===== src/hw/rtl/bid_pkg.sv =====
// Shared types and constants for the bit-image decoder.
package bid_pkg;

    localparam int IMAGE_WIDTH_DEF  = 240;
    localparam int IMAGE_HEIGHT_DEF = 240;

    localparam logic [7:0] CHR_ESC    = 8'h1B;
    localparam logic [7:0] CHR_IMAGE  = 8'h2A;
    localparam logic [7:0] CHR_SKIP_A = 8'h41;
    localparam logic [7:0] CHR_SKIP_K = 8'h6B;
    localparam logic [7:0] MASK_MSB   = 8'h80;

    typedef enum logic [1:0] {
        OP_START  = 2'd0,
        OP_STREAM = 2'd1,
        OP_READ   = 2'd2,
        OP_NOP    = 2'd3
    } t_opcode;

    typedef enum logic [2:0] {
        PH_TEXT,
        PH_CMD,
        PH_MODE,
        PH_CNT_LO,
        PH_CNT_HI,
        PH_COLS,
        PH_SKIP
    } t_phase;

    typedef enum logic [2:0] {
        S_CLEAR,
        S_IDLE,
        S_DRAW,
        S_READ,
        S_RESP
    } t_state;

    typedef struct packed {
        logic in_ready;
        logic clear;
        logic draw;
        logic rd;
        logic load;
    } t_cmd;

    typedef struct packed {
        logic acc_start;
        logic acc_draw;
        logic acc_read;
        logic clr_last;
        logic draw_last;
        logic out_free;
    } t_status;

endpackage


===== src/hw/rtl/bid_ctrl.sv =====
// Sequencer: clear sweep, column read-modify-write, store read and result load.
module bid_ctrl (
    input  logic             i_clk,
    input  logic             i_rst_n,
    input  bid_pkg::t_status i_status,
    output bid_pkg::t_cmd    o_cmd
);
    import bid_pkg::*;

    t_state r_state;
    t_state n_state;
    t_cmd   n_cmd;

    always_ff @(posedge i_clk) begin
        if (!i_rst_n) begin
            r_state <= S_CLEAR;
        end else begin
            r_state <= n_state;
        end
    end

    always_comb begin
        n_state = r_state;
        n_cmd   = '0;
        unique case (r_state)
            S_CLEAR: begin
                n_cmd.clear = 1'b1;
                if (i_status.clr_last) begin
                    n_state = S_IDLE;
                end
            end
            S_IDLE: begin
                n_cmd.in_ready = 1'b1;
                priority if (i_status.acc_start) begin
                    n_state = S_CLEAR;
                end else if (i_status.acc_draw) begin
                    n_state = S_DRAW;
                end else if (i_status.acc_read) begin
                    n_state = S_READ;
                end else begin
                    n_state = S_IDLE;
                end
            end
            S_DRAW: begin
                n_cmd.draw = 1'b1;
                if (i_status.draw_last) begin
                    n_state = S_IDLE;
                end
            end
            S_READ: begin
                n_cmd.rd = 1'b1;
                n_state  = S_RESP;
            end
            S_RESP: begin
                if (i_status.out_free) begin
                    n_cmd.load = 1'b1;
                    n_state    = S_IDLE;
                end
            end
            default: begin
                n_state = S_CLEAR;
            end
        endcase
    end

    assign o_cmd = n_cmd;
endmodule


===== config.mk =====
export PLATFORM = sky130hd
export DESIGN_NAME = bid_ctrl
export DESIGN_NICKNAME = d
export VERILOG_FILES = /design/src/hw/rtl/bid_pkg.sv /design/src/hw/rtl/bid_ctrl.sv
export SDC_FILE = /design/constraint.sdc
export NUM_CORES = 1
export LEC_CHECK = 0
export BUFFER_PORTS_ARGS = -buffer_cell sky130_fd_sc_hd__buf_2
export CAP_MARGIN = 20
export CORE_AREA = 2 2 39 41
export CTS_BUF_LIST = sky130_fd_sc_hd__clkbuf_16
export CTS_CLUSTER_DIAMETER = 50
export DETAILED_ROUTE_END_ITERATION = 10
export DIE_AREA = 0 0 41 43
export RECOVER_POWER = 50
export SLEW_MARGIN = 20
export SYNTH_ARGS = -nofsm -noshare
export SYNTH_HDL_FRONTEND = slang
export SYNTH_SLANG_ARGS = --single-unit

===== constraint.sdc =====
create_clock -name i_clk -period 1.1 [get_ports i_clk]
set_input_delay 0.165 -clock i_clk [delete_from_list [all_inputs] [get_ports i_clk]]
set_output_delay 0.165 -clock i_clk [all_outputs]
set_load 0.02 [all_outputs]

==> qor.txt, run 1 <==
status - complete, but fails checks
failing checks - setup timing
slew margin rel. - 81.85%
max-cap violations - 0
Mapped Avg Cell Area - 8.058 sq um
post-synthesis sequential area ratio - 29.81%
critical setup path kind - reg -> out
Reg2Reg Depth - 3
Sink Count - 3
WL final - 463 um
vias in the first global route - 226
switching pwr - 0.1471 mW
hold crit path type - in -> reg
Pwr per Cell Area - 1867 nW/um^2
flop and latch count out of synthesis - 3
DP Area - 275.3 sq um
initial cell density of the core - 14.56%
CTS root buf - clkbuf_16
fmax - 869.2 MHz
FP Rows - 14
Syn Inst Count - 25
Leak - 0.1826 nW
CP Capture Type - primary output
top cells by area, synth - dfxtp_1 (30%), nor2_1 (7.5%), nor4_1 (6.2%)
initial antenna violation count - 0
FF-to-FF Start - r_state[1]
Crit path required time - 0.94 ns
Slew Viols, Final - 0
VDD IR max - 785.9 uV
Detailed Routing Iterations Pass 1 - 1
post-CTS setup buffer count - 0
Synth Cell Area - 201.4 sq um
Longest Clk Path Bufs - 2
GP Congestion - 0.5841
max reg flops - 3
Reg clk slew, reported paths - 0.03 ns
setup_tns - -0.1398 ns
first-pass GRT wire length - 765 um
Die Y - 43 um
count leader, synth - nor2_1
Post-Synth XOR/XNOR Area - 0%
Seq pwr share - 16.3%
Post-Synth Simple-Gate Area - 40.37%
Yosys cell types - 18
Synthesized Nets - 33
Util after Layout - 29.57%
DRT iter0 DRCs - 0
layout cells sized above 1 - 65.00%
Gate power share - 10.0%
later-pin clock latency in the skew report - 0.22 ns
hold buffers post-CTS - 0
Finished Cell Area - 409.1 sq um
internal power - 0.6167 mW
RSZ-0062 raised after global routing - true
area leader, netlist - dfxtp_1
htree depth - 1
main combinational cell family by area after synthesis - simple AND/OR/NAND/NOR gates
post-layout min period - 1.150 ns
biggest regs - r_state (3)
post-synthesis adder-cell area fraction - 0%
CTS tree - built
gr ovfl total - 0
Async SR Flop Fraction - 0%
Hold Startpoint - i_rst_n
Commonest cells post-synth - nor2_1 (4), dfxtp_1 (3), nor3_1 (2), nor4_1 (2)
clock skew - 0.00003056 ns
Remaining DRCs - 0
top cell type's share of synthesized area - 29.81%
CP Max Fanout - 7
vias per cell - 4.054
CP Launch Point - r_state[1]
Final setup viols - 5
Routed Antenna Nets - 0
nets - 49
sw frac - 19.26%
crit share post-route - 104.6%
core footprint - 1384 sq um
Biggest register - r_state
Layout area overhead - 103.1%
number of enable flip-flop cells after synthesis - 0
kind of start point of the critical path - flop
I/O Buffers - 12
Die Area - 1763 sq um
Ports - 13
final hold vios - 0
hold path depth - 2
WL per Instance - 8.268 um
measured slew at the worst slew-check pin - 0.2700 ns
crit path DAT - 0.99 ns
Synth Flop Type - dfxtp_1
mux contribution to synthesized area - 4.969%
TritonCTS buffer count - 3
Synth Area in Compound Gates - 13.66%
largest net degree at the start of global routing - 8
gr usage total - 6.827%
yosys warns - 0
DIE WIDTH - 41 um
ANT cells - 0
final setup margin - -0.05050 ns
Clk pwr share - 73.7%
Via Count - 227
cells by family (layout without fill, tap and decap cells):
family | count (synthesis) | in the layout
AND/OR/NAND/NOR | 14 | 14
AO/OA/AOI/OAI | 4 | 4
flip-flops | 3 | 3
buffers and inverters | 3 | 18
multiplexers | 1 | 1
worst max-delay path, stage by stage, from the launching register on:
cell and delay (ns):
dfxtp_4 0.36, nor2_4 0.11, and3_4 0.18, buf_6 0.11
area by class of cell:
type	count	area, sq um
Clock buffer	3	75.07
Inverter	1	3.754
Clock inverter	1	3.754
Sequential cell	3	71.32
Multi-Input combinational cell	19	150.1
Timing Repair Buffer	13	85.08
Tap cell	16	20.02
Fill cell	151	974.7
layout by cell type, fill, tap and decap left out, types with 2 or more instances in the layout:
master	netlist	routed
buf_2	0	8
buf_4	1	3
nor2_4	0	2
clkbuf_16	0	3
dfxtp_4	0	3
buf_6	1	2
nor2_1	4	2
nor4_1	2	2
metal layers:
metal	GRT usage, %	part of all wire, %
met4	8.000	0
met5	0	0
met2	11.56	60
met1	5.145	32
met3	1.571	7.6
final timing paths:
check,to,slack [ns]
worst max-delay path,o_cmd[0],-0.05
worst min-delay path,r_state[2],0.19
worst max register to register,r_state[0],0.05
worst min register to register,r_state[0],0.64
power by group through the flow:
stage               clock network, mW  logic, mW  registers (mW)
floorplan                           0     0.0406           0.123
global placement                    0     0.0666           0.125
detailed placement                  0     0.0666           0.125
CTS                             0.573     0.0777           0.127
global route                    0.584     0.0839           0.126
finish                          0.563     0.0764           0.125
through the flow:
step / hold WS (ns) / worst slack (ns) / power, mW / cells
global route: 0.2110 / -0.08572 / 0.7938 / 56
finish: 0.1883 / -0.05050 / 0.7638 / 56
detailed placement: 0.4199 / 0.02108 / 0.1912 / 52
CTS: 0.1915 / -0.05573 / 0.7768 / 56
floorplan: 0.2825 / 0.06365 / 0.1638 / 25
global placement: 0.4132 / 0.04327 / 0.1914 / 52
repair_timing:
item	in CTS	in global routing
pin swaps	2	0
setup endpoints to repair	5	6
resized for setup	17	1
No activity file was read; power rests on OpenSTA's default activity.
==> run 2, diff against run 1 <==
==> constraint.sdc (replaced) <==
create_clock -name i_clk -period 1.05 [get_ports i_clk]
set_input_delay 0.1575 -clock i_clk [delete_from_list [all_inputs] [get_ports i_clk]]
set_output_delay 0.1575 -clock i_clk [all_outputs]
set_load 0.02 [all_outputs]
==> run 2 against run 1 <==
Effect of this change: largest cell class unchanged; sequential share of layout area down 1.3 points; highest routed layer is now met4; clock skew about the same; cell area up 8.3%; die area unchanged; clock-buffer cell count unchanged; via count up 7.0%; clock power up 5.7%; critical path type unchanged; the run still ends with setup timing left; hold slack worse by 0.019 ns; worst setup slack worse by 0.056 ns.
==> qor.txt, run 2 (synthesized netlist as in run 1, its figures left out) <==
status - complete, but fails checks
failing checks - setup timing
Remaining DRCs - 0
WL per Instance - 9.914 um
DRT iter0 DRCs - 2
internal power - 0.6587 mW
Leak - 0.1992 nW
measured slew at the worst slew-check pin - 0.3039 ns
RSZ-0062 raised after global routing - true
Crit path required time - 0.89 ns
VDD IR max - 584.1 uV
Fin Hold WS - 0.1688 ns
crit path max-delay cell type - dfxtp_4
Slew Viols, Final - 0
Biggest register - r_state
ANT cells - 0
FP Rows - 14
DP Area - 282.8 sq um
first-pass GRT wire length - 800 um
Seq pwr share - 16.0%
crit path DAT - 1.00 ns
Layout area overhead - 119.9%
Die Area - 1763 sq um
switching pwr - 0.1649 mW
kind of start point of the critical path - flop
slew margin rel. - 79.57%
clock skew - 0.0003855 ns
DPL Wire Length - 395.1 um
slowest stage delay, CP - 0.37 ns
Pwr per Cell Area - 1859 nW/um^2
crit share post-route - 110.2%
Sink Count - 3
Die Y - 43 um
I/O Buffers - 12
nets - 51
CP cell instances - nor2_4, and3_4, buf_6
post-place setup slack - 0.0004008 ns
CP Max Fanout - 6
vias in the first global route - 214
later-pin clock latency in the skew report - 0.22 ns
largest net degree at the start of global routing - 7
CTS tree - built
TritonCTS buffer count - 3
Ports - 13
fmax - 864.6 MHz
GP Congestion - 0.5888
setup_tns - -0.3764 ns
layout filler cell count - 153
Final setup viols - 6
CP Capture Type - primary output
Clk pwr share - 72.2%
Power Total - 0.8236 mW
Routed Antenna Nets - 0
max-cap violations - 0
layout cells sized above 1 - 73.81%
Finished Cell Area - 442.9 sq um
htree depth - 1
final hold vios - 0
gr usage total - 8.333%
vias per cell - 4.190
max reg flops - 3
core footprint - 1384 sq um
DIE WIDTH - 41 um
sw frac - 20.02%
hold crit path type - in -> reg
WL final - 575 um
initial cell density of the core - 14.56%
CTS root buf - clkbuf_16
Reg clk slew, reported paths - 0.03 ns
biggest regs - r_state (3)
final setup margin - -0.1066 ns
hold buffers post-CTS - 0
post-layout min period - 1.157 ns
initial antenna violation count - 0
critical setup path kind - reg -> out
commonest non-fill, non-tap cell in the layout - buf_2
Longest Clk Path Bufs - 2
Detailed Routing Iterations Pass 1 - 2
Via Count - 243
gr ovfl total - 0
Gate power share - 11.8%
most frequent cells in the layout - buf_2 (7), buf_4 (6), clkbuf_16 (3), dfxtp_4 (3)
==> run 2: final cells by class <==
cell class              instances  area, sq um  share of cell area (%)
clock buffers                   3        75.07                   16.95
multi-input cells              19        166.4                   37.57
flip-flops and latches          3        71.32                   16.10
clock inverters                 1        3.754                  0.8475
well taps                      16        20.02                   4.520
inverters                       1        3.754                  0.8475
repair buffers                 15        102.6                   23.16
==> run 2: power groups by stage <==
stage               logic (mW)  clock network (mW)  registers [mW]
floorplan               0.0425                   0           0.129
global placement        0.0718                   0           0.130
detailed placement      0.0717                   0           0.130
CTS                     0.0837               0.603           0.132
global route             0.104               0.621           0.133
finish                  0.0971               0.595           0.132
==> run 2: metal layers <==
metal | vias to the layer above | part of all wire (%) | GRT usage [%]
met5 | - | 0 | 0
met4 | 0 | 4.0 | 12.00
met3 | 2 | 9.7 | 6.283
met2 | 7 | 58 | 11.88
met1 | 111 | 28 | 4.823
li1 | 123 | - | -
==> run 2: repair_timing <==
item / CTS / global route
setup buffers: 0 / 1
endpoints found under the setup margin: 7 / 7
endpoints found under the hold margin: 0 / 0
pin swaps: 2 / 2
gates resized for setup: 17 / 5
==> run 2: metrics by stage <==
step                      utilization [%]  cells
after floorplan                         -     25
after global placement              20.43     53
after detailed placement            20.43     53
after CTS                           29.93     57
after global routing                32.01     58
final                               32.01     58
==> run 2: worst paths after layout <==
| path | startpoint | end | slack [ns] | cells after the start |
|---|---|---|---|---|
| hold / removal | i_rst_n | r_state[2] | 0.17 | 2 |
| setup / recovery | r_state[0] | o_cmd[0] | -0.11 | 3 |
| setup reg to reg | r_state[2] | r_state[1] | -0.01 | 3 |
| hold reg to reg | r_state[0] | r_state[0] | 0.66 | 2 |
==> run 2: worst max-delay path: cells and delay by family (launching register included) <==
family,cells,cell delay (ns)
flip-flops,1,0.37
AND/OR/NAND/NOR,2,0.29
buffers and inverters,1,0.11
==> run 3, diff against run 2 <==
--- a/config.mk
+++ b/config.mk
@@ -5,6 +5,7 @@
 export SDC_FILE = /design/constraint.sdc
 export NUM_CORES = 1
 export LEC_CHECK = 0
+export ABC_AREA = 1
 export BUFFER_PORTS_ARGS = -buffer_cell sky130_fd_sc_hd__buf_2
 export CAP_MARGIN = 20
 export CORE_AREA = 2 2 39 41
==> run 3 against run 2 <==
Effect of this change: the run still ends with setup timing left; die area unchanged; clock skew increased by 0.0015 ns; utilization decreased by 0.27 points; largest power group unchanged; synthesized cell count increased by 40%; sequential share of layout area decreased by 0.43 points; global-route usage decreased by 0.60 points; combinational power increased by 5%.
==> qor.txt, run 3 <==
count leader, synth - inv_1
Fin Hold WS - 0.2034 ns
htree depth - 1
DRT iter0 DRCs - 0
gr ovfl total - 0
CP Capture Type - primary output
GP Congestion - 0.5896
Synthesized Nets - 43
failing checks - setup timing
DPL Wire Length - 424.2 um
Routed Antenna Nets - 0
most frequent cells in the layout - buf_2 (8), inv_1 (5), inv_2 (4), nor2_1 (4), nand2_1 (4)
initial antenna violation count - 0
crit share post-route - 111.1%
VDD IR max - 669.9 uV
Synth Flop Type - dfxtp_1
hold buffers post-CTS - 0
layout cells sized above 1 - 62.00%
vias per cell - 4.152
Leak - 0.2089 nW
Pwr per Cell Area - 1903 nW/um^2
final hold vios - 0
Clk pwr share - 71.2%
commonest non-fill, non-tap cell in the layout - buf_2
Sink Count - 3
CTS tree - built
Util after Layout - 31.74%
Ports - 13
yosys warns - 0
Remaining DRCs - 0
slew margin rel. - 87.97%
top cells by area, synth - dfxtp_1 (26%), nand3_1 (8.7%), nor3_2 (8.7%)
largest net degree at the start of global routing - 9
gr usage total - 7.731%
I/O Buffers - 12
Die Area - 1763 sq um
Slew Viols, Final - 0
status - complete, but fails checks
Detailed Routing Iterations Pass 1 - 1
max-cap violations - 0
DIE WIDTH - 41 um
met1 Usage GRT - 7.074%
FP Rows - 14
post-CTS setup buffer count - 0
Seq pwr share - 16.6%
layer with the highest usage - met4
Inst Count DP - 62
first-pass GRT wire length - 779 um
Mapped Avg Cell Area - 6.578 sq um
Crit path required time - 0.89 ns
WL per Instance - 8.833 um
post-layout min period - 1.166 ns
ANT cells - 0
Via Count - 274
number of enable flip-flop cells after synthesis - 0
Yosys cell types - 16
setup_tns - -0.3709 ns
RSZ-0062 raised after global routing - true
internal power - 0.6579 mW
CP Max Fanout - 7
Final setup viols - 4
critical setup path kind - reg -> out
fmax - 857.4 MHz
flop and latch count out of synthesis - 3
core footprint - 1384 sq um
initial cell density of the core - 16.64%
grt met2 use - 8.750%
M3 GR Usage - 6.283%
hold crit path type - in -> reg
Syn Inst Count - 35
Die Y - 43 um
Longest Clk Path Bufs - 2
switching pwr - 0.1779 mW
nets - 59
Commonest cells post-synth - inv_1 (5), nand2_1 (4), nand3_1 (4), nor2_1 (4)
final setup margin - -0.1163 ns
Synth Cell Area - 230.2 sq um
kind of start point of the critical path - flop
measured slew at the worst slew-check pin - 0.1790 ns
clock skew - 0.001852 ns
Layout area overhead - 90.76%
later-pin clock latency in the skew report - 0.22 ns
vias in the first global route - 213
biggest regs - r_state (3)
post-synthesis sequential area ratio - 26.09%
Reg clk slew, reported paths - 0.03 ns
WL final - 583 um
Gate power share - 12.1%
Finished Layout Cells - 66
Async SR Flop Fraction - 0%
crit path DAT - 1.01 ns
Biggest register - r_state
top cell type's share of synthesized area - 26.09%
TritonCTS buffer count - 3
CTS root buf - clkbuf_16
max reg flops - 3
area leader, netlist - dfxtp_1
sw frac - 21.28%
post-place setup slack - 0.007843 ns
==> run 3: area by class of cell <==
| class | instances | area (sq um) |
|---|---|---|
| timing repair buffer | 13 | 88.84 |
| multi-input combinational | 22 | 152.6 |
| clock inverter | 1 | 3.754 |
| fill | 159 | 944.7 |
| tap | 16 | 20.02 |
| clock buffer | 3 | 75.07 |
| inverter | 8 | 30.03 |
| sequential | 3 | 68.82 |
==> run 3: path summary, 6_finish.rpt <==
path                                   end  cells after the start  slack [ns]        from
worst max-delay path              o_cmd[0]                      2       -0.12  r_state[1]
worst min-delay path            r_state[1]                      3        0.20     i_rst_n
worst max register to register  r_state[0]                      5        0.16  r_state[1]
worst min register to register  r_state[2]                      3        0.56  r_state[2]
==> run 3: layer usage <==
layer  up-vias  part of all wire [%]
li1        141                     -
met5         -                     0
met4         0                   3.8
met3         3                    10
met1       120                    39
met2        10                    47
==> run 3: worst max-delay path, cell delays in order, from the launching register on <==
cell and delay [ns]:
dfxtp_4 0.37, nor4_4 0.24, buf_4 0.17
==> run 3: timing repair <==
item	4_1_cts	5_1_grt
resized for setup	11	6
endpoints found under the setup margin	5	5
pin swaps	2	1
hold endpoints to repair	0	0
==> run 3: per-stage QoR <==
| step | instance area (sq um) | power (mW) |
|---|---|---|
| detailed placement | 305.3 | 0.2256 |
| floorplan | 236.5 | 0.2021 |
| global route | 439.2 | 0.8571 |
| CTS | 417.9 | 0.8407 |
| finish | 439.2 | 0.8357 |
| global placement | 305.3 | 0.2244 |
==> run 3: kinds of logic (layout without fill, tap and decap cells) <==
group	after synthesis	in the layout	share of synthesized area (%)
buffers and inverters	10	25	21.20
flip-flops	3	3	26.09
AO/OA/AOI/OAI	3	3	8.149
AND/OR/NAND/NOR	19	19	44.57
==> run 3: power by group through the flow <==
stage / combinational (mW) / clock [mW] / sequential (mW)
4_1_cts: 0.103 / 0.602 / 0.136
6_report: 0.102 / 0.595 / 0.139
5_1_grt: 0.112 / 0.605 / 0.140
3_3_place_gp: 0.0889 / 0 / 0.135
2_1_floorplan: 0.0740 / 0 / 0.128
3_5_place_dp: 0.0893 / 0 / 0.136
